[src/rtl/core/sst_pkg.sv]
// Shared types, constants and helpers for the supercap supply state tracker.
// No dependencies; imported by every module of the block.
package sst_pkg;

  localparam int unsigned MV_W    = 16;
  localparam int unsigned TALLY_W = 8;
  localparam int unsigned CODE_W  = 3;
  localparam int unsigned IDX_W   = 3;

  localparam logic [MV_W-1:0]    UNSET_MV  = 16'd10;
  localparam logic [TALLY_W-1:0] TALLY_MAX = 8'hFF;

  // Result codes for supply_state
  localparam logic [CODE_W-1:0] ST_UNKNOWN  = 3'd0;
  localparam logic [CODE_W-1:0] ST_CHARGING = 3'd1;
  localparam logic [CODE_W-1:0] ST_STANDBY  = 3'd2;
  localparam logic [CODE_W-1:0] ST_ON_CAP   = 3'd3;
  localparam logic [CODE_W-1:0] ST_LOW      = 3'd4;
  localparam logic [CODE_W-1:0] ST_CRITICAL = 3'd5;

  // Configuration register indexes
  localparam logic [IDX_W-1:0] CFG_FULL      = 3'd0;
  localparam logic [IDX_W-1:0] CFG_DROP_HYST = 3'd1;
  localparam logic [IDX_W-1:0] CFG_RECOVER   = 3'd2;
  localparam logic [IDX_W-1:0] CFG_LOW       = 3'd3;
  localparam logic [IDX_W-1:0] CFG_CRITICAL  = 3'd4;
  localparam logic [IDX_W-1:0] CFG_CONFIRM   = 3'd5;

  typedef enum logic [5:0] {
    MODE_UNKNOWN  = 6'b000001,
    MODE_CHARGING = 6'b000010,
    MODE_STANDBY  = 6'b000100,
    MODE_ON_CAP   = 6'b001000,
    MODE_LOW      = 6'b010000,
    MODE_CRITICAL = 6'b100000
  } mode_t;

  typedef struct packed {
    logic [MV_W-1:0]    full_mv;
    logic [MV_W-1:0]    drop_hysteresis_mv;
    logic [MV_W-1:0]    recover_margin_mv;
    logic [MV_W-1:0]    low_mv;
    logic [MV_W-1:0]    critical_mv;
    logic [TALLY_W-1:0] rise_confirm_count;
  } cfg_t;

  typedef struct packed {
    logic [MV_W-1:0]    peak;
    logic [MV_W-1:0]    trough;
    mode_t              mode;
    logic [TALLY_W-1:0] tally;
  } trk_state_t;

  function automatic mode_t fresh_mode(logic [MV_W-1:0] level, logic [MV_W-1:0] full);
    return (level >= full) ? MODE_STANDBY : MODE_CHARGING;
  endfunction

  function automatic logic [CODE_W-1:0] mode_code(mode_t m);
    logic [CODE_W-1:0] code;
    case (m)
      MODE_UNKNOWN:  code = ST_UNKNOWN;
      MODE_CHARGING: code = ST_CHARGING;
      MODE_STANDBY:  code = ST_STANDBY;
      MODE_ON_CAP:   code = ST_ON_CAP;
      MODE_LOW:      code = ST_LOW;
      MODE_CRITICAL: code = ST_CRITICAL;
      default:       code = ST_UNKNOWN;
    endcase
    return code;
  endfunction

endpackage

[src/rtl/core/sst_cfg_regs.sv]
// Configuration register bank of the supercap supply state tracker.
// Depends on sst_pkg for register indexes and the cfg_t bundle.
module sst_cfg_regs
  import sst_pkg::*;
(
  input  logic             clk,
  input  logic             rst_n,
  input  logic             wr_en,
  input  logic [IDX_W-1:0] wr_index,
  input  logic [MV_W-1:0]  wr_data,
  output cfg_t             cfg
);

  cfg_t cfg_r;
  cfg_t cfg_nxt;

  always_comb begin
    cfg_nxt = cfg_r;
    if (wr_en) begin
      case (wr_index)
        CFG_FULL:      cfg_nxt.full_mv            = wr_data;
        CFG_DROP_HYST: cfg_nxt.drop_hysteresis_mv = wr_data;
        CFG_RECOVER:   cfg_nxt.recover_margin_mv  = wr_data;
        CFG_LOW:       cfg_nxt.low_mv             = wr_data;
        CFG_CRITICAL:  cfg_nxt.critical_mv        = wr_data;
        CFG_CONFIRM:   cfg_nxt.rise_confirm_count = wr_data[TALLY_W-1:0];
        default:       cfg_nxt = cfg_r;  // drop writes past the register list
      endcase
    end
  end

  always_ff @(posedge clk) begin
    if (!rst_n) begin
      cfg_r.full_mv            <= 16'd5000;
      cfg_r.drop_hysteresis_mv <= 16'd200;
      cfg_r.recover_margin_mv  <= 16'd300;
      cfg_r.low_mv             <= 16'd3500;
      cfg_r.critical_mv        <= 16'd3000;
      cfg_r.rise_confirm_count <= 8'd3;
    end else begin
      cfg_r <= cfg_nxt;
    end
  end

  assign cfg = cfg_r;

endmodule

[src/rtl/core/sst_update.sv]
// Next-state logic of the supercap supply state tracker: one reading in,
// updated tracker state out. Purely combinational; depends on sst_pkg.
module sst_update
  import sst_pkg::*;
(
  input  logic [MV_W-1:0] voltage,
  input  cfg_t            cfg,
  input  trk_state_t      cur,
  output trk_state_t      nxt
);

  logic [MV_W-1:0]    peak_max;
  logic               drop_hit;
  logic [MV_W-1:0]    trough_upd;
  logic               recovering;
  logic [TALLY_W-1:0] tally_upd;
  logic               confirm;

  // Compare in 17 bits so neither the bound nor the sum can wrap
  assign peak_max   = (voltage > cur.peak) ? voltage : cur.peak;
  assign drop_hit   = ({1'b0, voltage} + {1'b0, cfg.drop_hysteresis_mv}) <= {1'b0, peak_max};
  assign trough_upd = ((cur.trough <= UNSET_MV) || (voltage < cur.trough)) ? voltage
                                                                             : cur.trough;
  assign recovering = {1'b0, voltage} >= ({1'b0, trough_upd} + {1'b0, cfg.recover_margin_mv});
  assign tally_upd  = !recovering ? '0 :
                      (cur.tally == TALLY_MAX) ? TALLY_MAX : cur.tally + 8'd1;
  assign confirm    = tally_upd >= cfg.rise_confirm_count;

  always_comb begin
    nxt = cur;
    if (cur.peak <= UNSET_MV) begin
      // first reading: restart tracking from this value
      nxt.peak   = voltage;
      nxt.trough = '0;
      nxt.mode   = fresh_mode(voltage, cfg.full_mv);
      nxt.tally  = '0;
    end else begin
      case (cur.mode)
        MODE_UNKNOWN, MODE_CHARGING, MODE_STANDBY: begin
          nxt.peak = peak_max;
          if (drop_hit) begin
            nxt.mode   = MODE_ON_CAP;
            nxt.trough = voltage;
            nxt.tally  = '0;
          end else begin
            nxt.mode = fresh_mode(peak_max, cfg.full_mv);
          end
        end
        default: begin
          if (confirm) begin
            nxt.peak   = voltage;
            nxt.trough = '0;
            nxt.mode   = fresh_mode(voltage, cfg.full_mv);
            nxt.tally  = '0;
          end else begin
            nxt.trough = trough_upd;
            nxt.tally  = tally_upd;
            if (voltage <= cfg.critical_mv) begin
              nxt.mode = MODE_CRITICAL;
            end else if (voltage <= cfg.low_mv) begin
              nxt.mode = MODE_LOW;
            end else begin
              nxt.mode = MODE_ON_CAP;
            end
          end
        end
      endcase
    end
  end

endmodule

[src/rtl/core/supercap_supply_state_tracker_core.sv]
// Top level of the supercap supply state tracker: input register, tracker
// state, output register. Uses sst_pkg, sst_cfg_regs and sst_update.
//
// Usage
//   Input channel (in_valid / in_stall / in_voltage_mv): one capacitor reading
//   in mV per transaction. Result channel (out_valid / out_stall / out_*):
//   one result per reading, in order, with the supply state code and the
//   tracked peak and trough after that reading.
//   Configuration channel (cfg_valid / cfg_ready / cfg_index / cfg_data):
//   cfg_ready is always high; indexes 0..5 select full, drop hysteresis,
//   recover margin, low, critical and rise confirm count. Other indexes are
//   ignored. Write only while no reading is in flight.
//   Path: an accepted reading is held in the input register, then fires through the
//   update logic into the output register. Throughput: one reading per cycle while
//   the result side does not stall, set by the combinational tracker state update.
//   Reset (rst_n low, synchronous): both channels empty, peak, trough and
//   rise tally cleared, state unknown, registers back to their defaults.
//   Stall: while out_stall holds a waiting result, the input register still
//   takes one more reading; in_stall rises only once that register is full.
module supercap_supply_state_tracker_core
  import sst_pkg::*;
(
  input  logic              clk,
  input  logic              rst_n,
  // reading channel
  input  logic              in_valid,
  output logic              in_stall,
  input  logic [MV_W-1:0]   in_voltage_mv,
  // result channel
  output logic              out_valid,
  input  logic              out_stall,
  output logic [CODE_W-1:0] out_supply_state,
  output logic [MV_W-1:0]   out_peak_out_mv,
  output logic [MV_W-1:0]   out_trough_out_mv,
  // configuration channel
  input  logic              cfg_valid,
  output logic              cfg_ready,
  input  logic [IDX_W-1:0]  cfg_index,
  input  logic [MV_W-1:0]   cfg_data
);

  cfg_t       cfg;
  trk_state_t state_r;
  trk_state_t state_nxt;

  logic              in_valid_r;
  logic              in_valid_nxt;
  logic [MV_W-1:0]   in_voltage_r;
  logic              out_valid_r;
  logic              out_valid_nxt;
  logic [CODE_W-1:0] out_state_r;
  logic [MV_W-1:0]   out_peak_r;
  logic [MV_W-1:0]   out_trough_r;

  logic advance;  // output register can take a new result this cycle
  logic load_in;  // reading transaction accepted
  logic fire;     // input register moves through the update logic

  assign cfg_ready = 1'b1;

  sst_cfg_regs u_cfg (
    .clk      (clk),
    .rst_n    (rst_n),
    .wr_en    (cfg_valid && cfg_ready),
    .wr_index (cfg_index),
    .wr_data  (cfg_data),
    .cfg      (cfg)
  );

  sst_update u_update (
    .voltage (in_voltage_r),
    .cfg     (cfg),
    .cur     (state_r),
    .nxt     (state_nxt)
  );

  assign advance  = !out_valid_r || !out_stall;
  assign in_stall = in_valid_r && !advance;
  assign load_in  = in_valid && !in_stall;
  assign fire     = in_valid_r && advance;

  // Input register empties when its reading fires, refills on a new transaction
  always_comb begin
    in_valid_nxt = in_valid_r;
    if (load_in) begin
      in_valid_nxt = 1'b1;
    end else if (advance) begin
      in_valid_nxt = 1'b0;
    end
  end

  // Output register holds under stall, otherwise takes whatever fires
  always_comb begin
    out_valid_nxt = out_valid_r;
    if (advance) begin
      out_valid_nxt = fire;
    end
  end

  always_ff @(posedge clk) begin
    if (!rst_n) begin
      in_valid_r     <= 1'b0;
      out_valid_r    <= 1'b0;
      state_r.peak   <= '0;
      state_r.trough <= '0;
      state_r.mode   <= MODE_UNKNOWN;
      state_r.tally  <= '0;
    end else begin
      in_valid_r  <= in_valid_nxt;
      out_valid_r <= out_valid_nxt;
      if (fire) begin
        state_r <= state_nxt;
      end
    end
  end

  // Payload registers: no reset needed
  always_ff @(posedge clk) begin
    if (load_in) begin
      in_voltage_r <= in_voltage_mv;
    end
    if (fire) begin
      out_state_r  <= mode_code(state_nxt.mode);
      out_peak_r   <= state_nxt.peak;
      out_trough_r <= state_nxt.trough;
    end
  end

  assign out_valid         = out_valid_r;
  assign out_supply_state  = out_state_r;
  assign out_peak_out_mv   = out_peak_r;
  assign out_trough_out_mv = out_trough_r;

endmodule

[config.mk]
export PLATFORM = sky130hd
export DESIGN_NAME = supercap_supply_state_tracker_core
export DESIGN_NICKNAME = d
export VERILOG_FILES = /design/src/rtl/core/sst_pkg.sv /design/src/rtl/core/sst_cfg_regs.sv /design/src/rtl/core/sst_update.sv /design/src/rtl/core/supercap_supply_state_tracker_core.sv
export SDC_FILE = /design/constraint.sdc
export NUM_CORES = 1
export LEC_CHECK = 0
export BUFFER_PORTS_ARGS = -buffer_cell sky130_fd_sc_hd__buf_2
export CAP_MARGIN = 25
export CORE_MARGIN = 1.5
export CORE_UTILIZATION = 50
export CTS_CLUSTER_SIZE = 8
export DETAILED_ROUTE_END_ITERATION = 8
export PLACE_DENSITY = 0.77
export SKIP_LAST_GASP = 1
export SLEW_MARGIN = 20
export SYNTH_ARGS = -nofsm -noshare
export SYNTH_HDL_FRONTEND = slang
export SYNTH_SLANG_ARGS = --single-unit
[constraint.sdc]
create_clock -name clk -period 10.8 [get_ports clk]
set_input_delay 2.7 -clock clk [delete_from_list [all_inputs] [get_ports clk]]
set_output_delay 2.7 -clock clk [all_outputs]
set_load 0.01 [all_outputs]
==> results.toml <==
[layout]
drive_above_1_share = 0.118
synthToLayoutAreaGrowth_pct = 10.5
instances_no_fill = 1906
fill_cells = 2288
nets = 1774
antenna_cells = 0

[synth]
synthSimpleGateAreaFrac = 0.173
async_flop_share = 0
synth-seq-area-share = 0.329
syn_area_um2 = 12900
postSynthCellCount = 1499
yosys.area.top_type = "dfxtp_1"
synthTopCellsByCount = "nand2_1, ha_1, dfxtp_1"
synth-main-ff-cell = "dfxtp_1"
synthMuxAreaShare = 0.0518
synth_nets = 1710
ys_types = 72
synth_compound_area_frac = 0.208
synth_top_family_by_area = "compound AO/OA/AOI/OAI gates"
synthAdderAreaFrac = 0.167
synthTopCellsByArea = "dfxtp_1, ha_1, edfxtp_1, nand2_1, a21boi_0"
synthDominantCellAreaShare = 0.211
ys_warn_count = 0
ys_ff_latch = 187
yosysMostFrequentCell = "nand2_1"
avgSynthCellArea_um2 = 8.62
synth_edf_count = 51
synth_xor_area_frac = 0.0176

[clock_tree]
clkSinkCount = 187
cts_buffer_depth = 2
cts_tree = "yes"
cts_setup_buffers = 0
cts_made_buffers = 17
path_clk_slew_ns = 0.08
post_cts_resized = 0
hold_buffers = 0
clk_latency_ns = 0.45
cts_root_buffer = "clkbuf_16"
htreeDepth = 4

[timing]
rsz0062_at_grt = "false"
setup_violations = 0
fin_tns_setup_ns = 0
max-slew-margin-rel = 0.440
period_share = 0.826
period_needed_ns = 8.92
final_hold_viol_count = 0
skew_ns = 0.0121
worst_pin_slew_ns = 0.840
setup_ws_ns = 1.88
finalMaxSlewViolations = 0
timing.fmax_mhz = 112

[status]
status = "completed"

[setup_path]
crit_arrival_ns = 9.11
crit_path_start_kind = "flop"
path_max_fanout = 22
slowest_delay_ns = 0.70
required_ns = 10.99
reg2regPathDepth = 32
r2r_start = "in_voltage_r[2]"
critPathSlowestCell = "o21a_1"
r2r_end = "out_peak_out_mv[10]"
critPathCaptureType = "flop"
path_common_cell = "ha_1"
crit_type = "flop to flop"
rrSetupSlack_ns = 1.88

[worst_hold_path]
hold_path.class = "flop to flop"
min_path_cells = 2
hp-start = "state_r[12]"
whs_endpoint = "state_r[12]"

[drt]
drt_iter0_drc = 1199
wl_um = 37200
dr_total_vias = 11600
avgViaCountPerCell = 6.09
wl_per_cell_um = 19.5
ant_nets = 0
drc = 0
drt_pass1_iterations = 8

[run]
maxCapViolations = 0

[die]
die_height_um = 164
die_area_um2 = 26800
start_util = 0.511
core_area_um2 = 25300
die_w_um = 164
io_pins = 78
num_rows = 58

[placement]
dpl.hpwl_um = 26800
gp_congestion = 0.928
place_ws_ns = 2.05
placedCellCount = 1873
portBuffers = 76

[global_routing]
grt_pass1_vias = 10600
grt_pass1_wl_um = 57900
grtUsageTotal = 0.280
overflow = 0
grt_max_degree = 94
antenna_found_initial = 0

[pwr]
peakVddDrop_v = 0.000136
power.density_nw_per_um2 = 179
leakagePower_nw = 5.88
-- critical path: cells and delay by family, from the launching register on --
family	cells	cell delay, ns
simple gates	9	1.68
compound gates	15	3.79
buf+inv	1	0.22
xor+xnor	1	0.09
flops	1	0.68
fa+ha+maj	4	1.30
mux	2	0.86
-- worst max-delay path by stage --
stage                               start  depth (start not counted)                   to  slack, ns
after floorplan           in_voltage_r[9]                         37   out_peak_out_mv[0]       3.16
after global placement    in_voltage_r[1]                         31          state_r[33]       2.33
after detailed placement  in_voltage_r[2]                         32  out_peak_out_mv[10]       2.05
after CTS                 in_voltage_r[2]                         32  out_peak_out_mv[10]       1.99
after global routing      in_voltage_r[2]                         32  out_peak_out_mv[10]       1.13
final                     in_voltage_r[2]                         32  out_peak_out_mv[10]       1.88
-- registers in the layout (all words and copies together), names as in the netlist --
register,count
in_valid_r,1
in_voltage_r,16
out_supply_state,3
out_trough_out_mv,16
out_valid,1
out_peak_out_mv,16
u_cfg.cfg,88
state_r,46
-- power by group --
group / internal [mW] / leakage, nW / switching [mW] / total [mW]
registers: 0.794 / 1.60 / 0.0457 / 0.840
clock network: 0.323 / 0.280 / 0.301 / 0.624
logic: 0.423 / 4.01 / 0.661 / 1.08
total: 1.54 / 5.88 / 1.01 / 2.55
-- cell usage in the layout, fill, tap and decap left out, types with 17 or more instances in the layout --
| cell type | n |
|---|---|
| a21boi_0 | 62 |
| a21o_1 | 20 |
| a21oi_1 | 75 |
| and2_1 | 22 |
| buf_2 | 75 |
| buf_4 | 28 |
| clkbuf_16 | 17 |
| dfxtp_1 | 136 |
| edfxtp_1 | 51 |
| ha_1 | 169 |
| inv_1 | 117 |
| mux2_2 | 31 |
| mux2i_1 | 32 |
| nand2_1 | 261 |
| nand3_1 | 70 |
| nand4_1 | 22 |
| nor2_1 | 46 |
| nor3_1 | 21 |
| o2111ai_1 | 18 |
| o211ai_1 | 45 |
| o21a_1 | 19 |
| o21ai_0 | 42 |
-- area by class of cell --
cell class / instances / area, um2 / share of cell area
Clock buffer: 17 / 425 / 0.0298
Clock inverter: 15 / 138 / 0.00965
Inverter: 118 / 443 / 0.0310
Multi-Input combinational cell: 1134 / 7990 / 0.560
Sequential cell: 187 / 4250 / 0.298
Tap cell: 330 / 413 / 0.0289
Timing Repair Buffer: 105 / 608 / 0.0426
-- metrics by stage --
step | total power, mW | hold slack, ns | utilization | cell area, um2
2_1_floorplan | 1.64 | 0.441 | - | 12900
3_3_place_gp | 1.88 | 0.453 | 0.541 | 13700
3_5_place_dp | 1.91 | 0.457 | 0.542 | 13700
4_1_cts | 2.53 | 0.466 | 0.564 | 14300
5_1_grt | 2.69 | 0.484 | 0.565 | 14300
6_report | 2.55 | 0.464 | 0.565 | 14300
-- routing by layer --
metal  global-route usage  share of wire
met5                    0              0
met4                0.105          0.032
met2                0.425           0.43
met3               0.0429          0.084
met1                0.400           0.46
-- logic make-up (layout without fill, tap and decap cells) --
logic type,after synthesis,after routing
buffers and inverters,178,255
adders and majority gates,171,171
other,1,1
muxes,63,63
DFF,187,187
AOI/OAI and AO/OA,377,377
and+or+nand+nor,496,496
xor gates and xnor gates,26,26
Note: power is estimated with default switching activity, not from simulation.
